<file path="src/rtl/cmf_pkg.sv">
// shared types and constants for the cosmic ray mask filter
// depends on nothing; every other rtl file refers to it by scoped names
package cmf_pkg;

   // threshold register
   localparam int CLIP_BITS = 16;
   localparam logic [CLIP_BITS-1:0] CLIP_RESET = 16'd1280;

   // width of the hit count shown on the result channel
   localparam int HIT_COUNT_BITS = 16;

   // window geometry
   localparam int TAPS = 5;
   localparam int WINDOW_DEPTH = 4;
   localparam int SIGMA_DEPTH = 2;

   // samples seen in the current spectrum, saturating
   localparam logic [1:0] SEEN_NONE = 2'd0;
   localparam logic [1:0] SEEN_TWO = 2'd2;
   localparam logic [1:0] SEEN_MAX = 2'd3;

   // tail flush sequencer
   typedef enum logic [1:0] {
      FLUSH_IDLE,
      FLUSH_TAIL,
      FLUSH_LAST
   } flush_state_type;

   // control that travels with a window job
   typedef struct packed {
      logic valid;
      logic last;
   } job_ctrl_type;

   // detection result handed to the output stage
   typedef struct packed {
      logic valid;
      logic hit;
      logic last;
   } hit_info_type;

   // result transaction payload
   typedef struct packed {
      logic                      is_cosmic;
      logic [HIT_COUNT_BITS-1:0] hit_count;
      logic                      last_result;
   } result_type;

endpackage

</file>
<file path="src/rtl/cmf_if.sv">
// channel interfaces of the cosmic ray mask filter: sample input, result output,
// threshold register write; depends on cmf_pkg

// sample channel
interface cmf_req_if #(parameter int SAMPLE_BITS = 24);
   logic                          valid;
   logic                          ready;
   logic signed [SAMPLE_BITS-1:0] flux_sample;
   logic signed [SAMPLE_BITS-1:0] sigma_sample;
   logic                          end_of_spectrum;

   modport source (output valid, output flux_sample, output sigma_sample,
                   output end_of_spectrum, input ready);
   modport sink (input valid, input flux_sample, input sigma_sample,
                 input end_of_spectrum, output ready);
endinterface

// result channel
interface cmf_rsp_if;
   logic                                valid;
   logic                                ready;
   logic                                is_cosmic;
   logic [cmf_pkg::HIT_COUNT_BITS-1:0]  hit_count;
   logic                                last_result;

   modport source (output valid, output is_cosmic, output hit_count,
                   output last_result, input ready);
   modport sink (input valid, input is_cosmic, input hit_count,
                 input last_result, output ready);
endinterface

// threshold register write channel
interface cmf_csr_if;
   logic                           valid;
   logic                           ready;
   logic [cmf_pkg::CLIP_BITS-1:0]  clip_factor;

   modport source (output valid, output clip_factor, input ready);
   modport sink (input valid, input clip_factor, output ready);
endinterface

</file>
<file path="src/rtl/cmf_window.sv">
// sample window and tail flush sequencer: holds the last four fluxes and two
// pending sigmas, issues one five-tap job per advancing cycle; uses cmf_pkg
module cmf_window #(
   parameter int SAMPLE_BITS = 24
) (
   input  logic                          clock,
   input  logic                          reset,
   input  logic                          advance,
   input  logic                          item_valid,
   output logic                          item_ready,
   input  logic signed [SAMPLE_BITS-1:0] flux_sample,
   input  logic signed [SAMPLE_BITS-1:0] sigma_sample,
   input  logic                          end_of_spectrum,
   output cmf_pkg::job_ctrl_type         job_ctrl,
   output logic signed [SAMPLE_BITS-1:0] job_taps [cmf_pkg::TAPS],
   output logic signed [SAMPLE_BITS-1:0] job_sigma
);

   logic signed [SAMPLE_BITS-1:0] win_ff [cmf_pkg::WINDOW_DEPTH];
   logic signed [SAMPLE_BITS-1:0] win_in [cmf_pkg::WINDOW_DEPTH];
   logic signed [SAMPLE_BITS-1:0] eff    [cmf_pkg::WINDOW_DEPTH];
   logic signed [SAMPLE_BITS-1:0] sigma_ff [cmf_pkg::SIGMA_DEPTH];
   logic signed [SAMPLE_BITS-1:0] sigma_in [cmf_pkg::SIGMA_DEPTH];
   logic [1:0]                    seen_ff;
   logic [1:0]                    seen_in;
   cmf_pkg::flush_state_type      state_ff;
   cmf_pkg::flush_state_type      state_in;
   cmf_pkg::job_ctrl_type         ctrl_ff;
   cmf_pkg::job_ctrl_type         ctrl_in;
   logic signed [SAMPLE_BITS-1:0] taps_ff [cmf_pkg::TAPS];
   logic signed [SAMPLE_BITS-1:0] taps_in [cmf_pkg::TAPS];
   logic signed [SAMPLE_BITS-1:0] jsig_ff;
   logic signed [SAMPLE_BITS-1:0] jsig_in;
   logic                          accept;

   // new samples only while no tail flush is running
   assign item_ready = advance && (state_ff == cmf_pkg::FLUSH_IDLE);
   assign accept     = item_valid && item_ready;

   // first sample of a spectrum fills the whole window (left edge clamp)
   always_comb begin
      for (int i = 0; i < cmf_pkg::WINDOW_DEPTH; i++) begin
         eff[i] = (seen_ff == cmf_pkg::SEEN_NONE) ? flux_sample : win_ff[i];
      end
   end

   // next state, window shift and job issue
   always_comb begin
      win_in   = win_ff;
      sigma_in = sigma_ff;
      seen_in  = seen_ff;
      state_in = state_ff;
      ctrl_in  = ctrl_ff;
      taps_in  = taps_ff;
      jsig_in  = jsig_ff;
      if (advance) begin
         ctrl_in.valid = 1'b0;
         ctrl_in.last  = 1'b0;
         case (state_ff)
            cmf_pkg::FLUSH_IDLE: begin
               if (accept) begin
                  // center sample two back now has both right neighbors
                  if (seen_ff >= cmf_pkg::SEEN_TWO) begin
                     ctrl_in.valid = 1'b1;
                     taps_in = '{eff[0], eff[1], eff[2], eff[3], flux_sample};
                     jsig_in = sigma_ff[0];
                  end
                  win_in   = '{eff[1], eff[2], eff[3], flux_sample};
                  sigma_in = '{sigma_ff[1], sigma_sample};
                  if (end_of_spectrum) begin
                     state_in = (seen_ff != cmf_pkg::SEEN_NONE) ?
                                cmf_pkg::FLUSH_TAIL : cmf_pkg::FLUSH_LAST;
                  end else if (seen_ff != cmf_pkg::SEEN_MAX) begin
                     seen_in = seen_ff + 2'd1;
                  end
               end
            end
            cmf_pkg::FLUSH_TAIL: begin
               // second to last sample, right edge clamped once
               ctrl_in.valid = 1'b1;
               taps_in  = '{win_ff[0], win_ff[1], win_ff[2], win_ff[3], win_ff[3]};
               jsig_in  = sigma_ff[0];
               state_in = cmf_pkg::FLUSH_LAST;
            end
            cmf_pkg::FLUSH_LAST: begin
               // final sample, right edge clamped twice
               ctrl_in.valid = 1'b1;
               ctrl_in.last  = 1'b1;
               taps_in  = '{win_ff[1], win_ff[2], win_ff[3], win_ff[3], win_ff[3]};
               jsig_in  = sigma_ff[1];
               seen_in  = cmf_pkg::SEEN_NONE;
               state_in = cmf_pkg::FLUSH_IDLE;
            end
            default: begin
               state_in = cmf_pkg::FLUSH_IDLE;
            end
         endcase
      end
   end

   // flush sequencer state
   always_ff @(posedge clock) begin
      if (reset) begin
         state_ff <= cmf_pkg::FLUSH_IDLE;
      end else begin
         state_ff <= state_in;
      end
   end

   // control registers
   always_ff @(posedge clock) begin
      if (reset) begin
         seen_ff <= cmf_pkg::SEEN_NONE;
         ctrl_ff <= '0;
      end else begin
         seen_ff <= seen_in;
         ctrl_ff <= ctrl_in;
      end
   end

   // window and job payload
   always_ff @(posedge clock) begin
      win_ff   <= win_in;
      sigma_ff <= sigma_in;
      taps_ff  <= taps_in;
      jsig_ff  <= jsig_in;
   end

   assign job_ctrl  = ctrl_ff;
   assign job_taps  = taps_ff;
   assign job_sigma = jsig_ff;

endmodule

</file>
<file path="src/rtl/cmf_detect.sv">
// high-pass response, threshold product and compare for one window job
// depends on cmf_pkg
module cmf_detect #(
   parameter int SAMPLE_BITS = 24
) (
   input  logic                            clock,
   input  logic                            reset,
   input  logic                            advance,
   input  logic [cmf_pkg::CLIP_BITS-1:0]   clip_factor,
   input  cmf_pkg::job_ctrl_type           job_ctrl,
   input  logic signed [SAMPLE_BITS-1:0]   job_taps [cmf_pkg::TAPS],
   input  logic signed [SAMPLE_BITS-1:0]   job_sigma,
   output cmf_pkg::hit_info_type           hit_info
);

   localparam int EXT_BITS  = 5;
   localparam int RESP_BITS = SAMPLE_BITS + EXT_BITS;
   localparam int PROD_BITS = SAMPLE_BITS + cmf_pkg::CLIP_BITS + 1;
   localparam int CMP_BITS  = PROD_BITS + 1;

   logic signed [RESP_BITS-1:0] tap_ext [cmf_pkg::TAPS];
   logic signed [RESP_BITS-1:0] resp;
   logic signed [PROD_BITS-1:0] prod;
   logic                        sigma_pos;
   logic signed [RESP_BITS-1:0] resp_ff;
   logic signed [PROD_BITS-1:0] prod_ff;
   logic                        sigma_pos_ff;
   cmf_pkg::job_ctrl_type       ctrl_ff;
   logic signed [CMP_BITS-1:0]  resp_scaled;
   logic signed [CMP_BITS-1:0]  prod_wide;

   // response times 16: 10*c - 4*(l1+r1) - (l2+r2)
   always_comb begin
      for (int i = 0; i < cmf_pkg::TAPS; i++) begin
         tap_ext[i] = {{EXT_BITS{job_taps[i][SAMPLE_BITS-1]}}, job_taps[i]};
      end
      resp = (tap_ext[2] <<< 3) + (tap_ext[2] <<< 1)
             - ((tap_ext[1] + tap_ext[3]) <<< 2)
             - (tap_ext[0] + tap_ext[4]);
   end

   // threshold: clip (8 fraction bits) times sigma
   assign prod      = $signed({1'b0, clip_factor}) * job_sigma;
   assign sigma_pos = !job_sigma[SAMPLE_BITS-1] && (job_sigma != '0);

   // compute stage register
   always_ff @(posedge clock) begin
      if (reset) begin
         ctrl_ff <= '0;
      end else if (advance) begin
         ctrl_ff <= job_ctrl;
      end
   end

   always_ff @(posedge clock) begin
      if (advance) begin
         resp_ff      <= resp;
         prod_ff      <= prod;
         sigma_pos_ff <= sigma_pos;
      end
   end

   // exact compare 16*resp16 > clip*sigma
   assign resp_scaled = {{(CMP_BITS - RESP_BITS - 4){resp_ff[RESP_BITS-1]}}, resp_ff, 4'b0000};
   assign prod_wide   = {{(CMP_BITS - PROD_BITS){prod_ff[PROD_BITS-1]}}, prod_ff};

   always_comb begin
      hit_info.valid = ctrl_ff.valid;
      hit_info.last  = ctrl_ff.last;
      hit_info.hit   = sigma_pos_ff && (resp_scaled > prod_wide);
   end

endmodule

</file>
<file path="src/rtl/cmf_out.sv">
// saturating hit counter, result register and skid stage; drives the stall
// of the upstream stages; depends on cmf_pkg
module cmf_out #(
   parameter int COUNT_BITS = 16
) (
   input  logic                  clock,
   input  logic                  reset,
   input  cmf_pkg::hit_info_type hit_info,
   output logic                  advance,
   output logic                  rsp_valid,
   input  logic                  rsp_ready,
   output cmf_pkg::result_type   result
);

   localparam int HIT_BITS = cmf_pkg::HIT_COUNT_BITS;
   localparam logic [COUNT_BITS-1:0] COUNT_MAX = {COUNT_BITS{1'b1}};

   logic [COUNT_BITS-1:0] count_ff;
   logic [COUNT_BITS-1:0] count_in;
   logic [COUNT_BITS-1:0] count_next;
   logic                  take;
   cmf_pkg::result_type   new_result;
   logic                  out_valid_ff;
   logic                  out_valid_in;
   cmf_pkg::result_type   out_ff;
   cmf_pkg::result_type   out_in;
   logic                  skid_valid_ff;
   logic                  skid_valid_in;
   cmf_pkg::result_type   skid_ff;
   cmf_pkg::result_type   skid_in;

   // pipeline moves whenever the skid stage is free
   assign advance = !skid_valid_ff;
   assign take    = hit_info.valid && advance;

   // saturating count, cleared after the final sample of a spectrum
   always_comb begin
      count_next = (hit_info.hit && (count_ff != COUNT_MAX)) ? count_ff + 1'b1 : count_ff;
      new_result.is_cosmic   = hit_info.hit;
      new_result.hit_count   = HIT_BITS'(count_next);
      new_result.last_result = hit_info.last;
      count_in = count_ff;
      if (take) begin
         count_in = hit_info.last ? '0 : count_next;
      end
   end

   // result register with skid
   always_comb begin
      out_valid_in  = out_valid_ff;
      out_in        = out_ff;
      skid_valid_in = skid_valid_ff;
      skid_in       = skid_ff;
      if (out_valid_ff && !rsp_ready) begin
         if (take) begin
            skid_valid_in = 1'b1;
            skid_in       = new_result;
         end
      end else if (skid_valid_ff) begin
         out_valid_in  = 1'b1;
         out_in        = skid_ff;
         skid_valid_in = 1'b0;
      end else begin
         out_valid_in = take;
         out_in       = new_result;
      end
   end

   always_ff @(posedge clock) begin
      if (reset) begin
         count_ff      <= '0;
         out_valid_ff  <= 1'b0;
         skid_valid_ff <= 1'b0;
      end else begin
         count_ff      <= count_in;
         out_valid_ff  <= out_valid_in;
         skid_valid_ff <= skid_valid_in;
      end
   end

   always_ff @(posedge clock) begin
      out_ff  <= out_in;
      skid_ff <= skid_in;
   end

   assign rsp_valid = out_valid_ff;
   assign result    = out_ff;

endmodule

</file>
<file path="src/rtl/cosmic_ray_mask_filter.sv">
// cosmic ray mask filter top level: window, detect and output stages
// depends on cmf_pkg, cmf_if, cmf_window, cmf_detect, cmf_out
// path: a sample's result is formed after the sample two positions later is
// accepted (final samples: in the flush) via job, detect and output registers
// throughput: one sample per cycle unless stalled; the flush after the final
// sample (tail and last states; last only in a one-sample spectrum) takes none
// reset: synchronous, clears control state, clip_factor returns to 1280
module cosmic_ray_mask_filter #(
   parameter int SAMPLE_BITS = 24,
   parameter int COUNT_BITS  = 16
) (
   input logic         clock,
   input logic         reset,
   cmf_req_if.sink     req_chan,
   cmf_rsp_if.source   rsp_chan,
   cmf_csr_if.sink     csr_chan
);

   logic [cmf_pkg::CLIP_BITS-1:0]  clip_ff;
   logic                           advance;
   cmf_pkg::job_ctrl_type          job_ctrl;
   logic signed [SAMPLE_BITS-1:0]  job_taps [cmf_pkg::TAPS];
   logic signed [SAMPLE_BITS-1:0]  job_sigma;
   cmf_pkg::hit_info_type          hit_info;
   cmf_pkg::result_type            result;

   // threshold register, always writable
   assign csr_chan.ready = 1'b1;

   always_ff @(posedge clock) begin
      if (reset) begin
         clip_ff <= cmf_pkg::CLIP_RESET;
      end else if (csr_chan.valid) begin
         clip_ff <= csr_chan.clip_factor;
      end
   end

   // window and flush sequencer
   cmf_window #(
      .SAMPLE_BITS (SAMPLE_BITS)
   ) u_window (
      .clock           (clock),
      .reset           (reset),
      .advance         (advance),
      .item_valid      (req_chan.valid),
      .item_ready      (req_chan.ready),
      .flux_sample     (req_chan.flux_sample),
      .sigma_sample    (req_chan.sigma_sample),
      .end_of_spectrum (req_chan.end_of_spectrum),
      .job_ctrl        (job_ctrl),
      .job_taps        (job_taps),
      .job_sigma       (job_sigma)
   );

   // response and threshold compare
   cmf_detect #(
      .SAMPLE_BITS (SAMPLE_BITS)
   ) u_detect (
      .clock       (clock),
      .reset       (reset),
      .advance     (advance),
      .clip_factor (clip_ff),
      .job_ctrl    (job_ctrl),
      .job_taps    (job_taps),
      .job_sigma   (job_sigma),
      .hit_info    (hit_info)
   );

   // hit count and result register
   cmf_out #(
      .COUNT_BITS (COUNT_BITS)
   ) u_out (
      .clock     (clock),
      .reset     (reset),
      .hit_info  (hit_info),
      .advance   (advance),
      .rsp_valid (rsp_chan.valid),
      .rsp_ready (rsp_chan.ready),
      .result    (result)
   );

   assign rsp_chan.is_cosmic   = result.is_cosmic;
   assign rsp_chan.hit_count   = result.hit_count;
   assign rsp_chan.last_result = result.last_result;

endmodule

</file>
<file path="src/flat_wrapper.sv">
// flat-port wrapper written by rule: the top's interface ports become plain ports
module cosmic_ray_mask_filter_flat 
#(
   parameter int SAMPLE_BITS = 24,
   parameter int COUNT_BITS  = 16
)
  (clock, reset, req_chan_valid, req_chan_flux_sample, req_chan_sigma_sample, req_chan_end_of_spectrum, req_chan_ready, rsp_chan_valid, rsp_chan_is_cosmic, rsp_chan_hit_count, rsp_chan_last_result, rsp_chan_ready, csr_chan_valid, csr_chan_clip_factor, csr_chan_ready);
  cmf_req_if #(.SAMPLE_BITS(SAMPLE_BITS)) req_chan_i ();
  cmf_rsp_if rsp_chan_i ();
  cmf_csr_if csr_chan_i ();
  input logic clock;
  input logic reset;
  input wire logic [$bits(req_chan_i.valid)-1:0] req_chan_valid;
  input wire logic [$bits(req_chan_i.flux_sample)-1:0] req_chan_flux_sample;
  input wire logic [$bits(req_chan_i.sigma_sample)-1:0] req_chan_sigma_sample;
  input wire logic [$bits(req_chan_i.end_of_spectrum)-1:0] req_chan_end_of_spectrum;
  output wire logic [$bits(req_chan_i.ready)-1:0] req_chan_ready;
  output wire logic [$bits(rsp_chan_i.valid)-1:0] rsp_chan_valid;
  output wire logic [$bits(rsp_chan_i.is_cosmic)-1:0] rsp_chan_is_cosmic;
  output wire logic [$bits(rsp_chan_i.hit_count)-1:0] rsp_chan_hit_count;
  output wire logic [$bits(rsp_chan_i.last_result)-1:0] rsp_chan_last_result;
  input wire logic [$bits(rsp_chan_i.ready)-1:0] rsp_chan_ready;
  input wire logic [$bits(csr_chan_i.valid)-1:0] csr_chan_valid;
  input wire logic [$bits(csr_chan_i.clip_factor)-1:0] csr_chan_clip_factor;
  output wire logic [$bits(csr_chan_i.ready)-1:0] csr_chan_ready;
  assign req_chan_i.valid = req_chan_valid;
  assign req_chan_i.flux_sample = req_chan_flux_sample;
  assign req_chan_i.sigma_sample = req_chan_sigma_sample;
  assign req_chan_i.end_of_spectrum = req_chan_end_of_spectrum;
  assign req_chan_ready = req_chan_i.ready;
  assign rsp_chan_valid = rsp_chan_i.valid;
  assign rsp_chan_is_cosmic = rsp_chan_i.is_cosmic;
  assign rsp_chan_hit_count = rsp_chan_i.hit_count;
  assign rsp_chan_last_result = rsp_chan_i.last_result;
  assign rsp_chan_i.ready = rsp_chan_ready;
  assign csr_chan_i.valid = csr_chan_valid;
  assign csr_chan_i.clip_factor = csr_chan_clip_factor;
  assign csr_chan_ready = csr_chan_i.ready;
  cosmic_ray_mask_filter #(.SAMPLE_BITS(SAMPLE_BITS), .COUNT_BITS(COUNT_BITS)) u_core (.clock(clock), .reset(reset), .req_chan(req_chan_i), .rsp_chan(rsp_chan_i), .csr_chan(csr_chan_i));
endmodule
</file>
<file path="config.mk">
export PLATFORM = sky130hd
export DESIGN_NAME = cosmic_ray_mask_filter_flat
export DESIGN_NICKNAME = d
export VERILOG_FILES = /design/src/rtl/cmf_pkg.sv /design/src/rtl/cmf_if.sv /design/src/rtl/cmf_window.sv /design/src/rtl/cmf_detect.sv /design/src/rtl/cmf_out.sv /design/src/rtl/cosmic_ray_mask_filter.sv /design/src/flat_wrapper.sv
export SDC_FILE = /design/constraint.sdc
export NUM_CORES = 2
export LEC_CHECK = 0
export BUFFER_PORTS_ARGS = -buffer_cell sky130_fd_sc_hd__clkbuf_2
export CORE_ASPECT_RATIO = 0.6
export CORE_UTILIZATION = 40
export DETAILED_ROUTE_END_ITERATION = 10
export PLACE_DENSITY = 0.62
export RECOVER_POWER = 50
export SLEW_MARGIN = 20
export SYNTH_ARGS = -nofsm -noshare
export SYNTH_HDL_FRONTEND = slang
export SYNTH_SLANG_ARGS = --single-unit
</file>
<file path="constraint.sdc">
create_clock -name clock -period 14.45 [get_ports clock]
set_input_delay 2.89 -clock clock [delete_from_list [all_inputs] [get_ports clock]]
set_output_delay 2.89 -clock clock [all_outputs]
set_load 0.02 [all_outputs]
</file>
==> run_results.csv <==
group,metric,value,unit
drt,drt_iter0_markers,2174,
timing,fin_crit_sh,51.3,%
drt,drc,0,
die,core_area,90600,sq um
clock_tree,clock-sinks,437,
finish,syn_to_final_growth,8.15,%
drt,vias_per_cell,5.18,
logic_synthesis,yosys-mux-area-fraction,1.46,%
clock_tree,htreeDepth,2,
logic_synthesis,synth_edf_count,395,
worst_setup_path,cp_cell_sequence,"nand2_1 -> fa_1 -> fa_1 -> fa_1 -> inv_1 -> fa_1 -> fa_1 -> inv_1 -> fa_1 -> inv_1 -> ha_1 -> nand3_1 -> or3_1 -> a211oi_1 -> o221ai_1 -> o311ai_1 -> o41ai_1 -> xnor2_1",
logic_synthesis,synth-async-reset-ratio,0,%
logic_synthesis,synth_top_family_by_area,"adder cells",
drt,top_layer,"met4",
logic_synthesis,yosysWarnings,0,
global_route,grt_first_pass_wirelength,139000,microns
logic_synthesis,synth-seq-cells,437,
finish,diodes,0,
timing,setup_tns,0,ns
die,start_util,40.8,%
worst_setup_path,rr_startpoint,"u_core.clip_ff[3]$_SDFFE_PP0P_",
logic_synthesis,syn-cell-area,37000,sq um
drt,first_pass_iters,5,
global_route,grt.total_usage,18.5,%
drt,wl_per_cell,17.6,microns
drt,ant_nets,0,
drt,routed-via-count,25000,
logic_synthesis,ys.flop_type,"edfxtp_1",
status,violations,"max-capacitance violations, max-slew violations",
worst_setup_path,setup.worst_path.end_class,"flip-flop",
worst_setup_path,critical_path.max_fanout,25,
die,die_area,93600,sq um
drt,wl,84800,microns
hold_path,hp-start,"u_core.u_window.sigma_ff[11]$_DFFE_PP_",
timing,fmax,135,MHz
place,hpwl,63100,microns
finish,nNetsFinal,4301,
timing,slew_headroom,-159,%
global_route,antenna_found_initial,0,
worst_setup_path,critPathSlowestCell,"dfxtp_1",
logic_synthesis,synthTopCellsByArea,"edfxtp_1, fa_1, inv_1",
place,gp_congestion,0.861,
global_route,grt_max_degree,86,
worst_setup_path,cp_common_cell,"fa_1",
worst_setup_path,crit_required,14.80,ns
clock_tree,clk-insertion-delay-late,0.61,ns
drt,met2_length,34500,microns
drt,wl_met1,43600,microns
timing,worstMarginPinSlew,3.89,ns
status,outcome,"finished, violations left",
place,portBuffers,89,
timing,drv_slew,302,
run,maxCapViolCount,6,
worst_setup_path,worst_ep_arrival_time,7.77,ns
clock_tree,hold_buffers,0,
logic_synthesis,synth_top_cell_by_area,"edfxtp_1",
drt,wl_met3,5510,microns
logic_synthesis,yosys.area_share.simple,11.8,%
timing,setup_viol,0,
timing,hold_viol_final,0,
worst_setup_path,crit_start,"u_core.clip_ff[3]$_SDFFE_PP0P_",
timing,finClkSkew,0.0215,ns
global_route,overflow,0,
clock_tree,numCtsBuffers,46,
worst_setup_path,crit_type,"reg2reg",
logic_synthesis,ys_seq_area_share,34.4,%
die,dieHeight,237,microns
logic_synthesis,syn_inst,3565,
logic_synthesis,synth_cell_types,80,
die,ios,91,
die,floorplan.rows,85,
clock_tree,post_cts_resized,0,
timing,period_minus_slack,7.42,ns
logic_synthesis,synth_fp_nets,4290,
global_route,grt_pass1_vias,25000,
clock_tree,clockBufferDepth,3,
hold_path,hp-class,"reg2reg",
die,die_x,394,microns
clock_tree,clock-root-buffer,"clkbuf_16",
worst_setup_path,start_kind,"flip-flop",
finish,drive_above_1_share,5.37,%
timing,rsz0062_at_grt,"false",
worst_setup_path,slowest_delay,1.05,ns
logic_synthesis,synth_fa_ha_area_share,31.4,%
clock_tree,cts_setup_buffers,0,
clock_tree,cts_tree,"built",
logic_synthesis,yosys.area_share.xor_xnor,2.09,%
logic_synthesis,avgSynthCellArea,10.4,sq um
logic_synthesis,synth_compound_area_share,9.78,%
clock_tree,clkTransAtPathRegs,0.07,ns
logic_synthesis,netlist.area_leader.share,32.1,%
==> sequential cells by signal (all words and copies together) (netlist names), 18 cells and up <==
register	count
u_core.u_window.job_sigma	24
u_core.u_window.job_taps	120
u_core.u_detect.resp_ff	29
u_core.u_detect.prod_ff	41
u_core.u_out.result	18
u_core.u_window.sigma_ff	48
u_core.u_out.skid_ff	18
u_core.u_window.win_ff	96
==> metal layers <==
layer / global-route usage (%) / vias to the layer above
li1: - / 11700
met1: 30.3 / 12600
met2: 25.6 / 681
met3: 2.90 / 88
met4: 3.19 / 0
met5: 0 / -
==> cell families (layout without fill, tap and decap cells) <==
group | after synthesis | after routing
xor+xnor | 88 | 88
simple gates | 917 | 917
other cells | 1 | 1
flops | 437 | 437
mux | 50 | 50
compound gates | 525 | 525
fa+ha+maj | 655 | 655
buf+inv | 892 | 940
==> metrics by stage <==
| stage | hold slack, ns | instance area [sq um] | std cells | utilization, % | setup WS [ns] |
|---|---|---|---|---|---|
| finish | 0.441 | 40000 | 4831 | 44.1 | 7.03 |
| global route | 0.446 | 40000 | 4831 | 44.1 | 6.64 |
| CTS | 0.431 | 40000 | 4831 | 44.2 | 7.12 |
| detailed placement | 0.430 | 38600 | 4746 | 42.6 | 7.15 |
| global placement | 0.425 | 38600 | 4746 | 42.6 | 7.16 |
| floorplan | 0.420 | 37000 | 3565 | - | 0.873 |
==> final cells by class <==
cell class / instances / area [sq um]
inverters: 744 / 2800
fillers: 8605 / 50600
multi-input cells: 2236 / 20900
clock inverters: 25 / 245
well taps: 1218 / 1520
clock buffers: 60 / 1240
flip-flops and latches: 437 / 12700
repair buffers: 111 / 549
==> worst paths after layout <==
check	to	slack, ns	cells after the start
setup / recovery	u_core.u_detect.prod_ff[39]$_DFFE_PN_	7.03	18
hold / removal	u_core.u_window.sigma_ff[35]$_DFFE_PP_	0.44	0
hold reg to reg	u_core.u_window.sigma_ff[35]$_DFFE_PP_	0.44	0
setup reg to reg	u_core.u_detect.prod_ff[39]$_DFFE_PN_	7.03	18
==> layout by cell type, fill, tap and decap left out, drive strengths merged, types with 21 or more instances in the layout <==
cell | Yosys | routed
o21ai | 122 | 122
fa | 452 | 452
nor2 | 213 | 213
xnor2 | 71 | 71
edfxtp | 395 | 395
nand3 | 39 | 39
ha | 203 | 203
nor3 | 36 | 36
a21o | 40 | 40
and2 | 163 | 163
dfxtp | 42 | 42
inv | 744 | 746
a31oi | 41 | 41
a22o | 48 | 48
nand2 | 329 | 329
mux2 | 29 | 29
a221oi | 79 | 79
or4 | 21 | 21
a21oi | 85 | 85
nand2b | 38 | 38
clkbuf | 127 | 156
mux2i | 21 | 21
==> cell usage after synthesis, types with 4 or more instances <==
cell,n
a32oi_1,9
clkbuf_1,126
buf_1,13
or4_1,21
fa_1,452
nand2b_1,38
a22oi_1,5
o21a_1,9
ha_1,203
and2_1,163
o211ai_1,19
edfxtp_1,395
o41ai_1,5
mux2i_1,21
nand2_1,329
and3_1,14
dfxtp_1,42
nor2_1,211
a31oi_1,41
o21ai_1,12
a21oi_1,84
nor2b_1,10
nand3_1,39
xor2_1,17
nor3_1,35
a211oi_1,11
o21ai_0,109
a21o_1,40
buf_2,5
and4_1,4
inv_1,742
o21bai_1,8
nand4_1,13
a221oi_1,79
or3_1,8
xnor2_1,71
nor3b_1,4
o31ai_1,10
o2111ai_1,6
a22o_1,48
nor4_1,13
mux2_2,28
==> worst max-delay path: cells and delay by family (launching register included) <==
kind | cells | cell delay (ns)
DFF | 1 | 1.05
xor gates and xnor gates | 1 | 0.13
AOI/OAI and AO/OA | 4 | 1.66
adders and majority gates | 7 | 3.41
buffers and inverters | 3 | 0.16
and+or+nand+nor | 3 | 0.73
Power is left out: the tool's default activity adds up to more than one toggle a clock period on the data nets, which glitch-free logic cannot reach.
